File: src/rtl/i2crrs_pkg.sv
package i2crrs_pkg;

  // Largest number of data bytes one transaction reads; larger counts saturate.
  localparam logic [4:0] MaxRead = 5'd16;

  // Read bit that is set in the device address byte for the read phase.
  localparam logic [7:0] ReadBit = 8'h01;

  // Request opcodes.
  localparam logic [1:0] OpPoll   = 2'd0;
  localparam logic [1:0] OpRead   = 2'd1;
  localparam logic [1:0] OpFinish = 2'd2;

  // Bus actions handed to the byte engine.
  localparam logic [2:0] ActNone       = 3'd0;
  localparam logic [2:0] ActStartSend  = 3'd1;
  localparam logic [2:0] ActSend       = 3'd2;
  localparam logic [2:0] ActRstartSend = 3'd3;
  localparam logic [2:0] ActRecvAck    = 3'd4;
  localparam logic [2:0] ActRecvNack   = 3'd5;

  // Sequence phases.
  typedef logic [2:0] phase_t;
  localparam phase_t PhIdle     = 3'd0;
  localparam phase_t PhWaitDevW = 3'd1;
  localparam phase_t PhWaitReg  = 3'd2;
  localparam phase_t PhWaitDevR = 3'd3;
  localparam phase_t PhWaitData = 3'd4;

  typedef struct packed {
    phase_t     phase;
    logic [4:0] bytes_done;
  } seq_state_t;

  typedef struct packed {
    logic [2:0] bus_action;
    logic [7:0] tx_byte;
    logic       send_stop;
    logic [7:0] read_data;
    logic       data_valid;
    logic       last_byte;
    logic       done_res;
    logic       busy_res;
  } result_t;

endpackage

File: src/rtl/i2c_register_read_sequencer.sv
// I2C register read sequencer. Each request is a poll, a read request or a
// transfer-finished event from a byte-level I2C master engine, and each request
// yields exactly one result telling the engine what to do next: start plus the
// device address, the register address, a repeated start with the read bit set,
// and then one receive per data byte, the last with NACK and a stop. A request
// is registered on entry, passes through the sequence logic and lands in the
// result register; one request is taken every cycle while the output side
// keeps up. The result register and the input register each hold one request,
// so a stalled result still lets one more request in. Configuration is written
// through the APB port at byte addresses 0 (device address), 4 (register
// address) and 8 (read count, saturating at 16); write it only while idle.
module i2c_register_read_sequencer (
  input  logic       clk_i,
  input  logic       rst_ni,

  input  logic       psel,
  input  logic       penable,
  input  logic       pwrite,
  input  logic [3:0] paddr,
  input  logic [31:0] pwdata,
  output logic [31:0] prdata,
  output logic       pready,

  input  logic       in_valid_i,
  output logic       in_stall_o,
  input  logic [1:0] opcode_i,
  input  logic [7:0] rx_byte_i,

  output logic       out_valid_o,
  input  logic       out_stall_i,
  output logic [2:0] bus_action_o,
  output logic [7:0] tx_byte_o,
  output logic       send_stop_o,
  output logic [7:0] read_data_o,
  output logic       data_valid_o,
  output logic       last_byte_o,
  output logic       done_res_o,
  output logic       busy_res_o
);

  localparam logic [1:0] RegDevAddr = 2'd0;
  localparam logic [1:0] RegRegAddr = 2'd1;
  localparam logic [1:0] RegCount   = 2'd2;

  // Configuration registers.
  logic [7:0] dev_addr_q;
  logic [7:0] reg_addr_q;
  logic [4:0] count_q;
  logic       cfg_wr;

  assign pready = 1'b1;
  assign cfg_wr = psel & penable & pwrite & pready;

  always_ff @(posedge clk_i or negedge rst_ni) begin
    if (!rst_ni) begin
      dev_addr_q <= '0;
      reg_addr_q <= '0;
      count_q    <= 5'd1;
    end else if (cfg_wr) begin
      case (paddr[3:2])
        RegDevAddr: dev_addr_q <= pwdata[7:0];
        RegRegAddr: reg_addr_q <= pwdata[7:0];
        RegCount:   count_q    <= pwdata[4:0];
        default: ;
      endcase
    end
  end

  always_comb begin
    case (paddr[3:2])
      RegDevAddr: prdata = {24'd0, dev_addr_q};
      RegRegAddr: prdata = {24'd0, reg_addr_q};
      RegCount:   prdata = {27'd0, count_q};
      default:    prdata = '0;
    endcase
  end

  // Input register, result register and sequence state.
  logic                   in_vld_q;
  logic [1:0]             op_q;
  logic [7:0]             rx_q;
  logic                   out_vld_q;
  i2crrs_pkg::result_t    res_q;
  i2crrs_pkg::result_t    res_d;
  i2crrs_pkg::seq_state_t state_q;
  i2crrs_pkg::seq_state_t state_d;
  logic                   out_free;
  logic                   advance;
  logic                   in_take;

  // The result register frees up when empty or when its result leaves now.
  assign out_free   = ~out_vld_q | ~out_stall_i;
  assign advance    = in_vld_q & out_free;
  assign in_stall_o = in_vld_q & ~out_free;
  assign in_take    = in_valid_i & ~in_stall_o;

  i2crrs_step u_step (
    .state_i           (state_q),
    .opcode_i          (op_q),
    .rx_byte_i         (rx_q),
    .device_address_i  (dev_addr_q),
    .register_address_i(reg_addr_q),
    .read_count_i      (count_q),
    .state_o           (state_d),
    .result_o          (res_d)
  );

  always_ff @(posedge clk_i or negedge rst_ni) begin
    if (!rst_ni) begin
      in_vld_q  <= 1'b0;
      out_vld_q <= 1'b0;
      state_q   <= '{phase: i2crrs_pkg::PhIdle, bytes_done: 5'd0};
    end else begin
      if (in_take) begin
        in_vld_q <= 1'b1;
      end else if (advance) begin
        in_vld_q <= 1'b0;
      end
      if (advance) begin
        out_vld_q <= 1'b1;
        state_q   <= state_d;
      end else if (!out_stall_i) begin
        out_vld_q <= 1'b0;
      end
    end
  end

  // Payload registers carry no reset; their valid bits guard them.
  always_ff @(posedge clk_i) begin
    if (in_take) begin
      op_q <= opcode_i;
      rx_q <= rx_byte_i;
    end
    if (advance) begin
      res_q <= res_d;
    end
  end

  assign out_valid_o  = out_vld_q;
  assign bus_action_o = res_q.bus_action;
  assign tx_byte_o    = res_q.tx_byte;
  assign send_stop_o  = res_q.send_stop;
  assign read_data_o  = res_q.read_data;
  assign data_valid_o = res_q.data_valid;
  assign last_byte_o  = res_q.last_byte;
  assign done_res_o   = res_q.done_res;
  assign busy_res_o   = res_q.busy_res;

endmodule

File: src/rtl/i2crrs_step.sv
// Next-state and result logic of the register read sequence for one request.
module i2crrs_step (
  input  i2crrs_pkg::seq_state_t state_i,
  input  logic [1:0]             opcode_i,
  input  logic [7:0]             rx_byte_i,
  input  logic [7:0]             device_address_i,
  input  logic [7:0]             register_address_i,
  input  logic [4:0]             read_count_i,
  output i2crrs_pkg::seq_state_t state_o,
  output i2crrs_pkg::result_t    result_o
);

  logic [4:0] count;
  logic [5:0] n;
  logic [5:0] n_next;
  logic       fin;

  assign count  = (read_count_i > i2crrs_pkg::MaxRead) ? i2crrs_pkg::MaxRead : read_count_i;
  assign n      = {1'b0, state_i.bytes_done} + 6'd1;
  assign n_next = n + 6'd1;
  assign fin    = (opcode_i == i2crrs_pkg::OpFinish);

  always_comb begin
    state_o  = state_i;
    result_o = '0;
    result_o.bus_action = i2crrs_pkg::ActNone;
    case (state_i.phase)
      i2crrs_pkg::PhWaitDevW: begin
        if (fin) begin
          result_o.bus_action = i2crrs_pkg::ActSend;
          result_o.tx_byte    = register_address_i;
          state_o.phase       = i2crrs_pkg::PhWaitReg;
        end
      end
      i2crrs_pkg::PhWaitReg: begin
        if (fin) begin
          result_o.bus_action = i2crrs_pkg::ActRstartSend;
          result_o.tx_byte    = device_address_i | i2crrs_pkg::ReadBit;
          state_o.phase       = i2crrs_pkg::PhWaitDevR;
        end
      end
      i2crrs_pkg::PhWaitDevR: begin
        if (fin) begin
          state_o.bytes_done = '0;
          if (count == 5'd0) begin
            // Nothing to read: close the bus right after the address phase.
            result_o.send_stop = 1'b1;
            result_o.done_res  = 1'b1;
            state_o.phase      = i2crrs_pkg::PhIdle;
          end else begin
            result_o.bus_action = (count == 5'd1) ? i2crrs_pkg::ActRecvNack
                                                  : i2crrs_pkg::ActRecvAck;
            state_o.phase       = i2crrs_pkg::PhWaitData;
          end
        end
      end
      i2crrs_pkg::PhWaitData: begin
        if (fin) begin
          result_o.read_data  = rx_byte_i;
          result_o.data_valid = 1'b1;
          if (n >= {1'b0, count}) begin
            result_o.last_byte = 1'b1;
            result_o.send_stop = 1'b1;
            result_o.done_res  = 1'b1;
            state_o.bytes_done = '0;
            state_o.phase      = i2crrs_pkg::PhIdle;
          end else begin
            state_o.bytes_done  = n[4:0];
            result_o.bus_action = (n_next >= {1'b0, count}) ? i2crrs_pkg::ActRecvNack
                                                            : i2crrs_pkg::ActRecvAck;
          end
        end
      end
      default: begin
        // Idle, and any code that is not a phase.
        state_o.phase = i2crrs_pkg::PhIdle;
        if (opcode_i == i2crrs_pkg::OpRead) begin
          result_o.bus_action = i2crrs_pkg::ActStartSend;
          result_o.tx_byte    = device_address_i;
          state_o.bytes_done  = '0;
          state_o.phase       = i2crrs_pkg::PhWaitDevW;
        end
      end
    endcase
    result_o.busy_res = (state_o.phase != i2crrs_pkg::PhIdle);
  end

endmodule

File: config.mk
export PLATFORM = sky130hd
export DESIGN_NAME = i2c_register_read_sequencer
export DESIGN_NICKNAME = d
export VERILOG_FILES = /design/src/rtl/i2crrs_pkg.sv /design/src/rtl/i2c_register_read_sequencer.sv /design/src/rtl/i2crrs_step.sv
export SDC_FILE = /design/constraint.sdc
export NUM_CORES = 1
export LEC_CHECK = 0
export ABC_CLOCK_PERIOD_IN_PS = 3700
export BUFFER_PORTS_ARGS = -buffer_cell sky130_fd_sc_hd__buf_2
export CAP_MARGIN = 20
export CORE_MARGIN = 1.5
export CORE_UTILIZATION = 40
export CTS_CLUSTER_SIZE = 20
export DETAILED_ROUTE_END_ITERATION = 10
export GPL_TIMING_DRIVEN = 0
export PLACE_DENSITY = 0.7
export SETUP_SLACK_MARGIN = 0.2
export SLEW_MARGIN = 0
export SYNTH_ARGS = -nofsm -noshare
export SYNTH_HDL_FRONTEND = slang
export SYNTH_HIERARCHICAL = 1
export SYNTH_SLANG_ARGS = --single-unit
File: constraint.sdc
create_clock -name clk_i -period 3.7 [get_ports clk_i]
set_input_delay 0.925 -clock clk_i [delete_from_list [all_inputs] [get_ports clk_i]]
set_output_delay 0.925 -clock clk_i [all_outputs]
set_load 0.05 [all_outputs]
# == Word-level counts from Yosys, hierarchy flattened ==
# Index checks and enable logic that the tools add are counted.
# word_totals
regBits,65
output_inout_bits,59
# op_classes
n_addsub,2
magnitude_cmp,3
eq_ne,12
n_mux,34
bitwise,11
n_reduce_logical,12
# op_table
cell,n
$pmux W8 S3,2
$mux W3,8
$pmux W3 S4,2
$mux W10,2
$mux W8,2
$pmux W5 S3,1
$ge A6 B5 Y1,2
$mux W12,1
$mux W5,2
$mux W1,9
$mux W9,1
$reduce_and A2 Y1,4
$add A5 B1 Y6 const B,1
$add A6 B1 Y6 const B,1
$eq A3 B2 Y1 const B,2
$mux W6,1
$ne A2 B1 Y1 const B,3
$reduce_bool A3 Y1,2
$and A1 B1 Y1,5
$eq A5 B1 Y1 const B,1
$gt A5 B5 Y1 const B,1
$logic_not A5 Y1,1
$not A1 Y1,5
$reduce_and A5 Y1,1
10 further kinds,14

# == Logic depth before layout (Yosys ltp) ==
# Gate-level depths: netlist (run 1).
# depth
word_depth,7
ltp_mapped,12
depth_no_buf,11

# == Cells and area by module ==
# The synthesis (run 1) kept the hierarchy.
# modules_own_cells
module,n_inst,cells_per_inst,area_each_um2,seq_area_each_um2
i2c_register_read_sequencer,1,156,2595.0,1798.0
i2crrs_step,1,143,1004.7,0.0

# == Worst setup path before layout (run 1) ==
# Ideal clock, no wire load.
# synth_timing
path_kind,in2out
startpoint,input port paddr[2]
endpoint,output port prdata[0]
arrival_ns,2.368
required_time_ns,2.775
setup_slack_ns,0.407
stages,3
n_path_buf,1
cell_sequence,buf_2 -> mux2i_1 -> o21ai_0
# synth_between
elab_chain_cells,2
# synth_lines
element,line,rtl
start: declaration,i2c_register_read_sequencer.sv:19,"input logic [3:0] paddr,"
$eq A2 B2 Y1 (tied with other cells),i2c_register_read_sequencer.sv:70,case (paddr[3:2])
$pmux W8 S3 *,i2c_register_read_sequencer.sv:70,
end: declaration,i2c_register_read_sequencer.sv:21,"output logic [31:0] prdata,"
# Every way passes the cells marked *; elsewhere a longest branch is shown, timed or not.

# == Worst setup path after layout (run 1) ==
# layout_timing
startpoint,input port paddr[3]
endpoint,output port prdata[4]
# The elaborated chain is that of the path after synthesis.

==> results of run 1 <==
==> stage by stage <==
stage | area [µm²] | instances | hold WS (ns) | util | setup slack, ns
after floorplan | 3690 | 322 | 0.442 | - | 0.407
after global placement | 4120 | 490 | 0.452 | 0.473 | 0.682
after detailed placement | 4150 | 491 | 0.495 | 0.476 | 0.685
after CTS | 4390 | 507 | 0.510 | 0.504 | 0.679
after global routing | 4390 | 507 | 0.528 | 0.504 | 0.577
final | 4390 | 507 | 0.508 | 0.504 | 0.679
==> cells by family after synthesis <==
kind of cell    Yosys count  synth area share
buf+inv                  46            0.0817
flops                    65             0.499
compound gates           47            0.0980
fa+ha+maj                12            0.0417
mux                      39             0.125
simple gates             80             0.132
other cells               2           0.00209
xor+xnor                  8            0.0195
==> cell type report <==
cell class / instances / area [µm²] / share of cell area
sequential: 65 / 1800 / 0.409
multi-input combinational: 211 / 1600 / 0.365
clock inverter: 7 / 119 / 0.0271
inverter: 6 / 22.5 / 0.00513
buffer: 40 / 272 / 0.0618
tap: 108 / 135 / 0.0308
timing repair buffer: 61 / 320 / 0.0729
clock buffer: 9 / 124 / 0.0282
==> sequential cells by signal, indices dropped and copies added, names as in the netlist <==
signal        flops
count_q           5
in_vld_q          1
state_q           8
bus_action_o      3
busy_res_o        1
last_byte_o       1
dev_addr_q        8
read_data_o       8
reg_addr_q        8
send_stop_o       1
tx_byte_o         8
op_q              2
data_valid_o      1
out_valid_o       1
rx_q              8
done_res_o        1
==> power groups by stage <==
stage	sequential [µW]	clock, µW	combinational [µW]
after floorplan	1080	0	528
after global placement	982	0	775
after detailed placement	988	0	799
after CTS	972	745	802
after global routing	990	779	864
final	970	729	800
==> layer usage <==
metal,wire [µm],vias to the layer above
met2,3380,71
met4,92,0
met1,3100,1136
met3,411,9
li1,-,1221
met5,0,-
==> worst max path at each step <==
| stage | from | to | slack (ns) | cells past startpoint |
|---|---|---|---|---|
| 6_report | paddr[3] | prdata[4] | 0.68 | 6 |
| 5_1_grt | paddr[3] | prdata[4] | 0.58 | 6 |
| 4_1_cts | paddr[3] | prdata[0] | 0.68 | 6 |
| 3_5_place_dp | paddr[3] | prdata[0] | 0.69 | 6 |
| 3_3_place_gp | paddr[3] | prdata[0] | 0.68 | 6 |
| 2_1_floorplan | paddr[2] | prdata[0] | 0.41 | 3 |
==> worst max-delay path: cells and delay by family <==
family,cells,cell delay [ns]
AO/OA/AOI/OAI,1,0.11
AND/OR/NAND/NOR,2,0.41
buffers and inverters,3,0.66
==> cells in the final DEF (no fill, tap or decap), types with 2 or more instances in the layout <==
master	n
bufinv_16	3
a22o_1	9
mux2_4	6
a21oi_1	3
nor2_1	12
a21boi_0	2
a32oi_1	3
o31ai_1	2
clkinvlp_4	2
and2_1	12
ha_1	12
edfxtp_1	34
nand2b_1	5
nor2b_1	3
a21o_1	2
o211ai_1	4
xnor2_1	4
mux2i_1	9
o22ai_1	2
clkbuf_1	4
or3b_1	2
o21ai_1	2
buf_2	67
buf_4	28
o21ai_0	10
inv_1	5
nand3_1	7
xor2_1	4
nand2_1	21
or2_1	2
dfrtp_1	30
conb_1	25
mux2_2	24
nand3_2	2
or3_4	2
clkbuf_8	9
==> impl_metrics.toml, run 1 <==
[drt]
drt-total-wl_um = 6980
drc = 0
drtIter0Drc = 95
antenna_left = 0
viasPerCell = 4.81
vias = 2437
drt_pass1_iterations = 4
routedWlPerCell_um = 13.8

[global_route]
grt_max_degree = 32
grt_pass1_wl_um = 11600
grt_overflow = 0
grtUsageTotal = 0.154
grt_util_met2 = 0.251
use_met1 = 0.193
grt_use_met3 = 0.0480
grt_antenna_before_repair = 0
first_global_vias = 2385
busiest_layer = "met2"

[synth]
ys_seq_area_frac = 0.499
synth_area_leaders = "edfxtp_1 28%, dfrtp_1 21%, mux2_2 7.5%"
postSynth.asyncResetShare = 0.477
syn_inst = 299
synth_seq_cells = 65
synthTopCellsByCount = "34 x edfxtp_1, 30 x dfrtp_1, 28 x buf_4"
synth.most_common_cell = "edfxtp_1"
synthFlopType = "edfxtp_1"
syn_area_mm2 = 0.00360
synth_edf_count = 34
yosys.area.top_type = "edfxtp_1"
synth_area_per_cell_um2 = 12.0
synth_top_area_frac = 0.284
synth.distinct_cells = 56
synth_warnings = 6

[pwr]
internal_power_uw = 1630
switching_share = 0.350
max-vdd-ir-drop_v = 0.000329
power.share.combinational = 0.320
power.density_mw_per_mm2 = 569
p_sw_uw = 874
totalPowerFinal_uw = 2500
p_clk_frac = 0.292
seqPwrFrac = 0.388
p_leak_uw = 0.00203

[cts]
root_buffer = "clkbuf_8"
h-tree-depth = 3
post_cts_buffers = 0
cts_made_buffers = 9
clk_latency_ns = 0.35
clock_sinks = 65
post_cts_resized = 0
cts.path.max_buffers = 2
clk_pin_slew_worst_paths_ns = 0.07
hold_buffers = 0
cts_tree = "yes"

[critical_path]
cp_slowest_cell = "nor2b_1"
rr_worst_depth = 10
worstSetupEndpointType = "output pin"
reg2reg_setup_slack_ns = 0.89
worst-setup-path-type = "input port to output pin"
critical_path.startpoint_type = "input port"
critPathMaxFanout = 10
crit_required_ns = 2.77
r2r_start = "state_q[0]"
cpPeakStageDelay_ns = 0.32
critical_path.most_common_cell = "buf_2"
rr_endpoint = "send_stop_o"
path_cells = "buf_2 > buf_2 > nor2b_1 > nand2_1 > o21ai_0 > buf_2"
cp.arrival_ns = 2.10

[floorplan]
core_mm2 = 0.00872
die_area_mm2 = 0.00958
ios = 112
die_w_um = 97.9
initial_core_util = 0.413
placementRows = 34
die_y_um = 97.9

[worst_hold_path]
hold_class = "register to register"
min_to = "out_valid_o"
hold_path.startpoint = "in_vld_q"
holdPathStages = 1

[timing]
clock-skew-final_ns = 0.0104
relSlewSlack = 0.532
rsz0062_at_grt = "no"
finalHoldViolations = 0
setup_viol = 0
period_needed_ns = 3.02
worst_slew_pin_slew_ns = 0.702
fin_tns_setup_ns = 0
clock.fmax_mhz = 331
fin_crit_sh = 0.817
maxSlewViolCount = 0

[placed_design]
port-buffer-count = 60
gp_congestion = 0.865
dp_hpwl_um = 5130

[layout]
drive_above_1_share = 0.386
n_antenna_cell = 0
nNetsFinal = 459
syn_to_final_growth_pct = 22.0
fillers = 785

[run_status]
outcome = "complete, no violations"

[flow_run]
drv_cap = 0
(Power assumes the default switching activity.)
==> inputs of run 2 (changes only) <==
- ABC_CLOCK_PERIOD_IN_PS: 3700 -> 2480
- PLACE_DENSITY: 0.7 -> 0.72
- clock period: 3.7 -> 2.48 ns (I/O delays scaled with it)
==> run 2 against run 1 <==
Critical path depth is 5 higher. Power is 51% higher. Largest power group unchanged. Clock-buffer cell count stayed put. Register-to-register slack worse by 0.85 ns. Largest cell class unchanged. Critical path type is now register to register. Die area stayed put. Cell count is 2.0% higher.
==> impl_metrics.toml, run 2 (synthesis gave the netlist of run 1 again) <==
[drt]
viasPerCell = 4.86
routedWlPerCell_um = 13.8
drtIter0Drc = 106
vias = 2513
antenna_left = 0
drt_pass1_iterations = 4
drt-total-wl_um = 7150
drc = 0

[timing]
maxSlewViolCount = 0
worst_slew_pin_slew_ns = 0.724
setup_viol = 0
fin_crit_sh = 0.985
rsz0062_at_grt = "yes"
setup_ws_ns = 0.0364
clock-skew-final_ns = 0.00754
period_needed_ns = 2.44
finalHoldViolations = 0
relSlewSlack = 0.518
clock.fmax_mhz = 409

[critical_path]
cp_slowest_cell = "dfrtp_2"
path_cells = "ha_2 > clkbuf_8 > a21o_1 > a22o_1 > a21oi_2 > xnor2_1 > ha_1 > o21ai_1 > a21oi_1 > a311oi_1 > o211ai_1"
crit_required_ns = 2.56
path_delay_family = "compound AO/OA/AOI/OAI gates"
critical_path.startpoint_type = "register"
cp.arrival_ns = 2.52
critPathMaxFanout = 6
cpPeakStageDelay_ns = 0.44
worst-setup-path-type = "register to register"
path_buf_inv = 1
worstSetupEndpointType = "register"

[global_route]
grt_antenna_before_repair = 0
grt_use_met3 = 0.0601
grt_overflow = 0
grtUsageTotal = 0.153
first_global_vias = 2497
grt_max_degree = 32
grt_pass1_wl_um = 11700
busiest_layer = "met2"
use_met1 = 0.186
grt_util_met2 = 0.255

[cts]
clk_pin_slew_worst_paths_ns = 0.07
cts_made_buffers = 9
clk_latency_ns = 0.34
cts_tree = "yes"
clock_sinks = 65
h-tree-depth = 3
hold_buffers = 0
root_buffer = "clkbuf_8"
cts.path.max_buffers = 2

[layout]
fin_util = 0.536
layout_commonest_cell = "buf_2"
drive_above_1_share = 0.472
syn_to_final_growth_pct = 29.9
final_cell_mix = "61 x buf_2, 37 x buf_4, 34 x edfxtp_1, 29 x dfrtp_1, 25 x conb_1"
final_area_mm2 = 0.00467
n_antenna_cell = 0
nNetsFinal = 469

[floorplan]
die_w_um = 97.9
ios = 112
placementRows = 34
core_mm2 = 0.00872
die_area_mm2 = 0.00958
initial_core_util = 0.413
die_y_um = 97.9

[placed_design]
gp_congestion = 0.853
place_ws_ns = -0.0949
dp_hpwl_um = 5110
port-buffer-count = 60
dpl_cell_area_mm2 = 0.00421

[pwr]
totalPowerFinal_uw = 3770
max-vdd-ir-drop_v = 0.000515
p_leak_uw = 0.00213
power.density_mw_per_mm2 = 807

[flow_run]
drv_cap = 0

[run_status]
outcome = "complete, no violations"

[worst_hold_path]
hold_class = "input port to async pin"
-- run 2: worst paths after layout --
check / from / end / slack (ns) / cells past startpoint
setup / recovery: state_q[1] / bus_action_o[0] / 0.04 / 11
hold reg to reg: in_vld_q / out_valid_o / 0.49 / 1
setup reg to reg: state_q[1] / bus_action_o[0] / 0.04 / 11
min in group clk_i: rx_byte_i[3] / rx_q[3] / 0.45 / 1
hold / removal: rst_ni / dev_addr_q[5] / 0.33 / 1
max in group asynchronous: rst_ni / state_q[1] / 1.64 / 1
-- run 2: through the flow --
step | setup TNS, ns | hold WS [ns] | std cells
after floorplan | 0 | 0.324 | 322
after global placement | -1.92 | 0.446 | 490
after detailed placement | -0.276 | 0.475 | 491
after CTS | 0 | 0.340 | 515
after global routing | -0.0795 | 0.365 | 517
final | 0 | 0.332 | 517
-- run 2: timing repair --
action                                  CTS  global route
endpoints found under the setup margin   17            16
pin swaps                                15             5
endpoints found under the hold margin     0             0
setup buffers                             8             2
resized for setup                        27            17
-- run 2: power by group --
part	total [µW]	switching (µW)	internal (µW)
Clock	972	407	565
Combinational	1350	820	529
Sequential	1450	125	1330
Total	3770	1350	2420
-- run 2: metal layers --
layer / part of all wire / routed length, µm
met2: 0.50 / 3580
met3: 0.057 / 410
met5: 0 / 0
met4: 0.0091 / 65
met1: 0.43 / 3090
-- run 2: cell type report --
type                    count  area, µm²
inverters                   6       27.5
plain buffers              40        304
repair buffers             71        415
clock inverters             7       93.8
clock buffers               9        124
multi-input cells         211       1780
fillers                   744       4050
flip-flops and latches     65       1800
well taps                 108        135
-- run 2: worst register-to-register path: cells and delay by family (launching register included) --
| family | cells | cell delay, ns |
|---|---|---|
| buf+inv | 1 | 0.15 |
| xor+xnor | 1 | 0.14 |
| fa+ha+maj | 2 | 0.44 |
| compound gates | 7 | 1.01 |
| flops | 1 | 0.44 |
==> inputs of run 3 (changes only) <==
- SETUP_SLACK_MARGIN: 0.2 -> 0.15
==> run 3 against run 2 <==
Cell count fell by 0.58%. Non-clock buffer count fell by 3. Hold slack gained 0.0012 ns. Routed wire length is 1.8% lower. Core utilization fell by 1.4 points. Register-to-register slack barely moved. Fmax grew 0.28%. Critical path depth did not move. Die area unchanged. Design area is 2.5% lower. Via count hardly changed. Highest routed layer unchanged.
==> impl_metrics.toml, run 3 (synthesis gave the netlist of run 1 again) <==
[run_status]
outcome = "complete, no violations"

[drt]
drtIter0Drc = 128
drt_pass1_iterations = 4
drc = 0
viasPerCell = 4.89
routedWlPerCell_um = 13.6
drt-total-wl_um = 7020
vias = 2514
antenna_left = 0

[layout]
register_area_mm2 = 0.00180
layout.cells.non_filler = 514
fillers = 747
syn_to_final_growth_pct = 26.6
final_cell_mix = "61 x buf_2, 35 x buf_4, 34 x edfxtp_1, 29 x dfrtp_1, 25 x conb_1"
drive_above_1_share = 0.436
layout_commonest_cell = "buf_2"
nNetsFinal = 466
n_antenna_cell = 0
fin_util = 0.522
multi_input_area_mm2 = 0.00168

[timing]
clock-skew-final_ns = 0.0108
fin_crit_sh = 0.983
rsz0062_at_grt = "yes"
period_needed_ns = 2.44
worst_slew_pin_slew_ns = 0.731
setup_viol = 0
maxSlewViolCount = 0
clock.fmax_mhz = 410
relSlewSlack = 0.513
finalHoldViolations = 0
setup_ws_ns = 0.0433

[floorplan]
die_area_mm2 = 0.00958
die_y_um = 97.9
die_w_um = 97.9
initial_core_util = 0.413
placementRows = 34
ios = 112
core_mm2 = 0.00872

[critical_path]
path_buf_inv = 1
cp_slowest_cell = "dfrtp_2"
cpPeakStageDelay_ns = 0.44
path_delay_family = "compound AO/OA/AOI/OAI gates"
critical_path.startpoint_type = "register"
critPathMaxFanout = 8
cp.arrival_ns = 2.52
path_cells = "ha_2 > clkbuf_8 > a21o_1 > a22o_1 > a21oi_2 > xnor2_1 > ha_1 > o21ai_1 > a21oi_1 > a311oi_1 > o211ai_1"
worst-setup-path-type = "register to register"
crit_required_ns = 2.56
worstSetupEndpointType = "register"

[cts]
root_buffer = "clkbuf_8"
clock_sinks = 65
cts_tree = "yes"
cts.path.max_buffers = 2
hold_buffers = 0
cts_made_buffers = 9
h-tree-depth = 3
clk_latency_ns = 0.34
clk_pin_slew_worst_paths_ns = 0.08

[placed_design]
place_ws_ns = -0.0854
gp_congestion = 0.838
dp.cells = 491
dp_hpwl_um = 5030
port-buffer-count = 60

[pwr]
p_leak_uw = 0.00208
power.density_mw_per_mm2 = 814
max-vdd-ir-drop_v = 0.000416

[global_route]
first_global_vias = 2536
grt_pass1_wl_um = 11600
grt_overflow = 0
grtUsageTotal = 0.153
grt_max_degree = 32
grt_antenna_before_repair = 0

[worst_hold_path]
hold_class = "input port to async pin"

[flow_run]
drv_cap = 0
==> run 3: cell types whose count changed in the layout (fill, tap and decap cells not counted), sizes merged <==
cell / delta
clkbuf: +1
buf: -4
==> run 3: cell type report <==
| class | count | share of cell area |
|---|---|---|
| clock inverter | 7 | 0.0206 |
| timing repair buffer | 68 | 0.0884 |
| tap | 108 | 0.0297 |
| clock buffer | 9 | 0.0272 |
| inverter | 6 | 0.00494 |
| multi-input combinational | 211 | 0.370 |
| buffer | 40 | 0.0645 |
| sequential | 65 | 0.395 |
==> run 3: metrics by stage <==
stage / hold WS, ns / TNS (ns) / power [µW] / instance area [µm²]
after floorplan: 0.324 / 0 / 2430 / 3720
after global placement: 0.446 / -1.92 / 2650 / 4160
after detailed placement: 0.479 / -0.301 / 2690 / 4190
after CTS: 0.335 / 0 / 3720 / 4520
after global routing: 0.379 / -0.301 / 3900 / 4560
final: 0.333 / 0 / 3710 / 4560
==> run 3: path summary, 6_finish.rpt <==
path | start | endpoint | depth (start not counted) | slack (ns)
setup / recovery | state_q[1] | bus_action_o[0] | 11 | 0.04
hold / removal | rst_ni | reg_addr_q[3] | 1 | 0.33
setup reg to reg | state_q[1] | bus_action_o[0] | 11 | 0.04
hold reg to reg | in_vld_q | out_valid_o | 1 | 0.50
max in group asynchronous | rst_ni | state_q[1] | 1 | 1.64
min in group clk_i | rx_byte_i[6] | rx_q[6] | 1 | 0.45
==> run 3: worst register-to-register path, stage by stage (launching register included) <==
cell	delay (ns)
dfrtp_2	0.44
ha_2	0.18
clkbuf_8	0.15
a21o_1	0.16
a22o_1	0.18
a21oi_2	0.13
xnor2_1	0.13
ha_1	0.25
o21ai_1	0.07
a21oi_1	0.06
a311oi_1	0.26
o211ai_1	0.17
==> run 3: where the power goes <==
group	switching [µW]	internal, µW
Combinational	787	491
Clock	416	565
Sequential	123	1330
Total	1330	2380
==> run 3: repair_timing <==
item                                    CTS  global route
resized for setup                        18             7
pin swaps                                11             1
setup buffers                             6             1
endpoints found under the setup margin   16            16
endpoints found under the hold margin     0             0
==> run 3: metal layers <==
metal	global-route usage	vias up	wire, µm
li1	-	1243	-
met5	0	-	0
met2	0.255	69	3480
met4	0.0571	0	49
met1	0.187	1195	3050
met3	0.0458	7	440
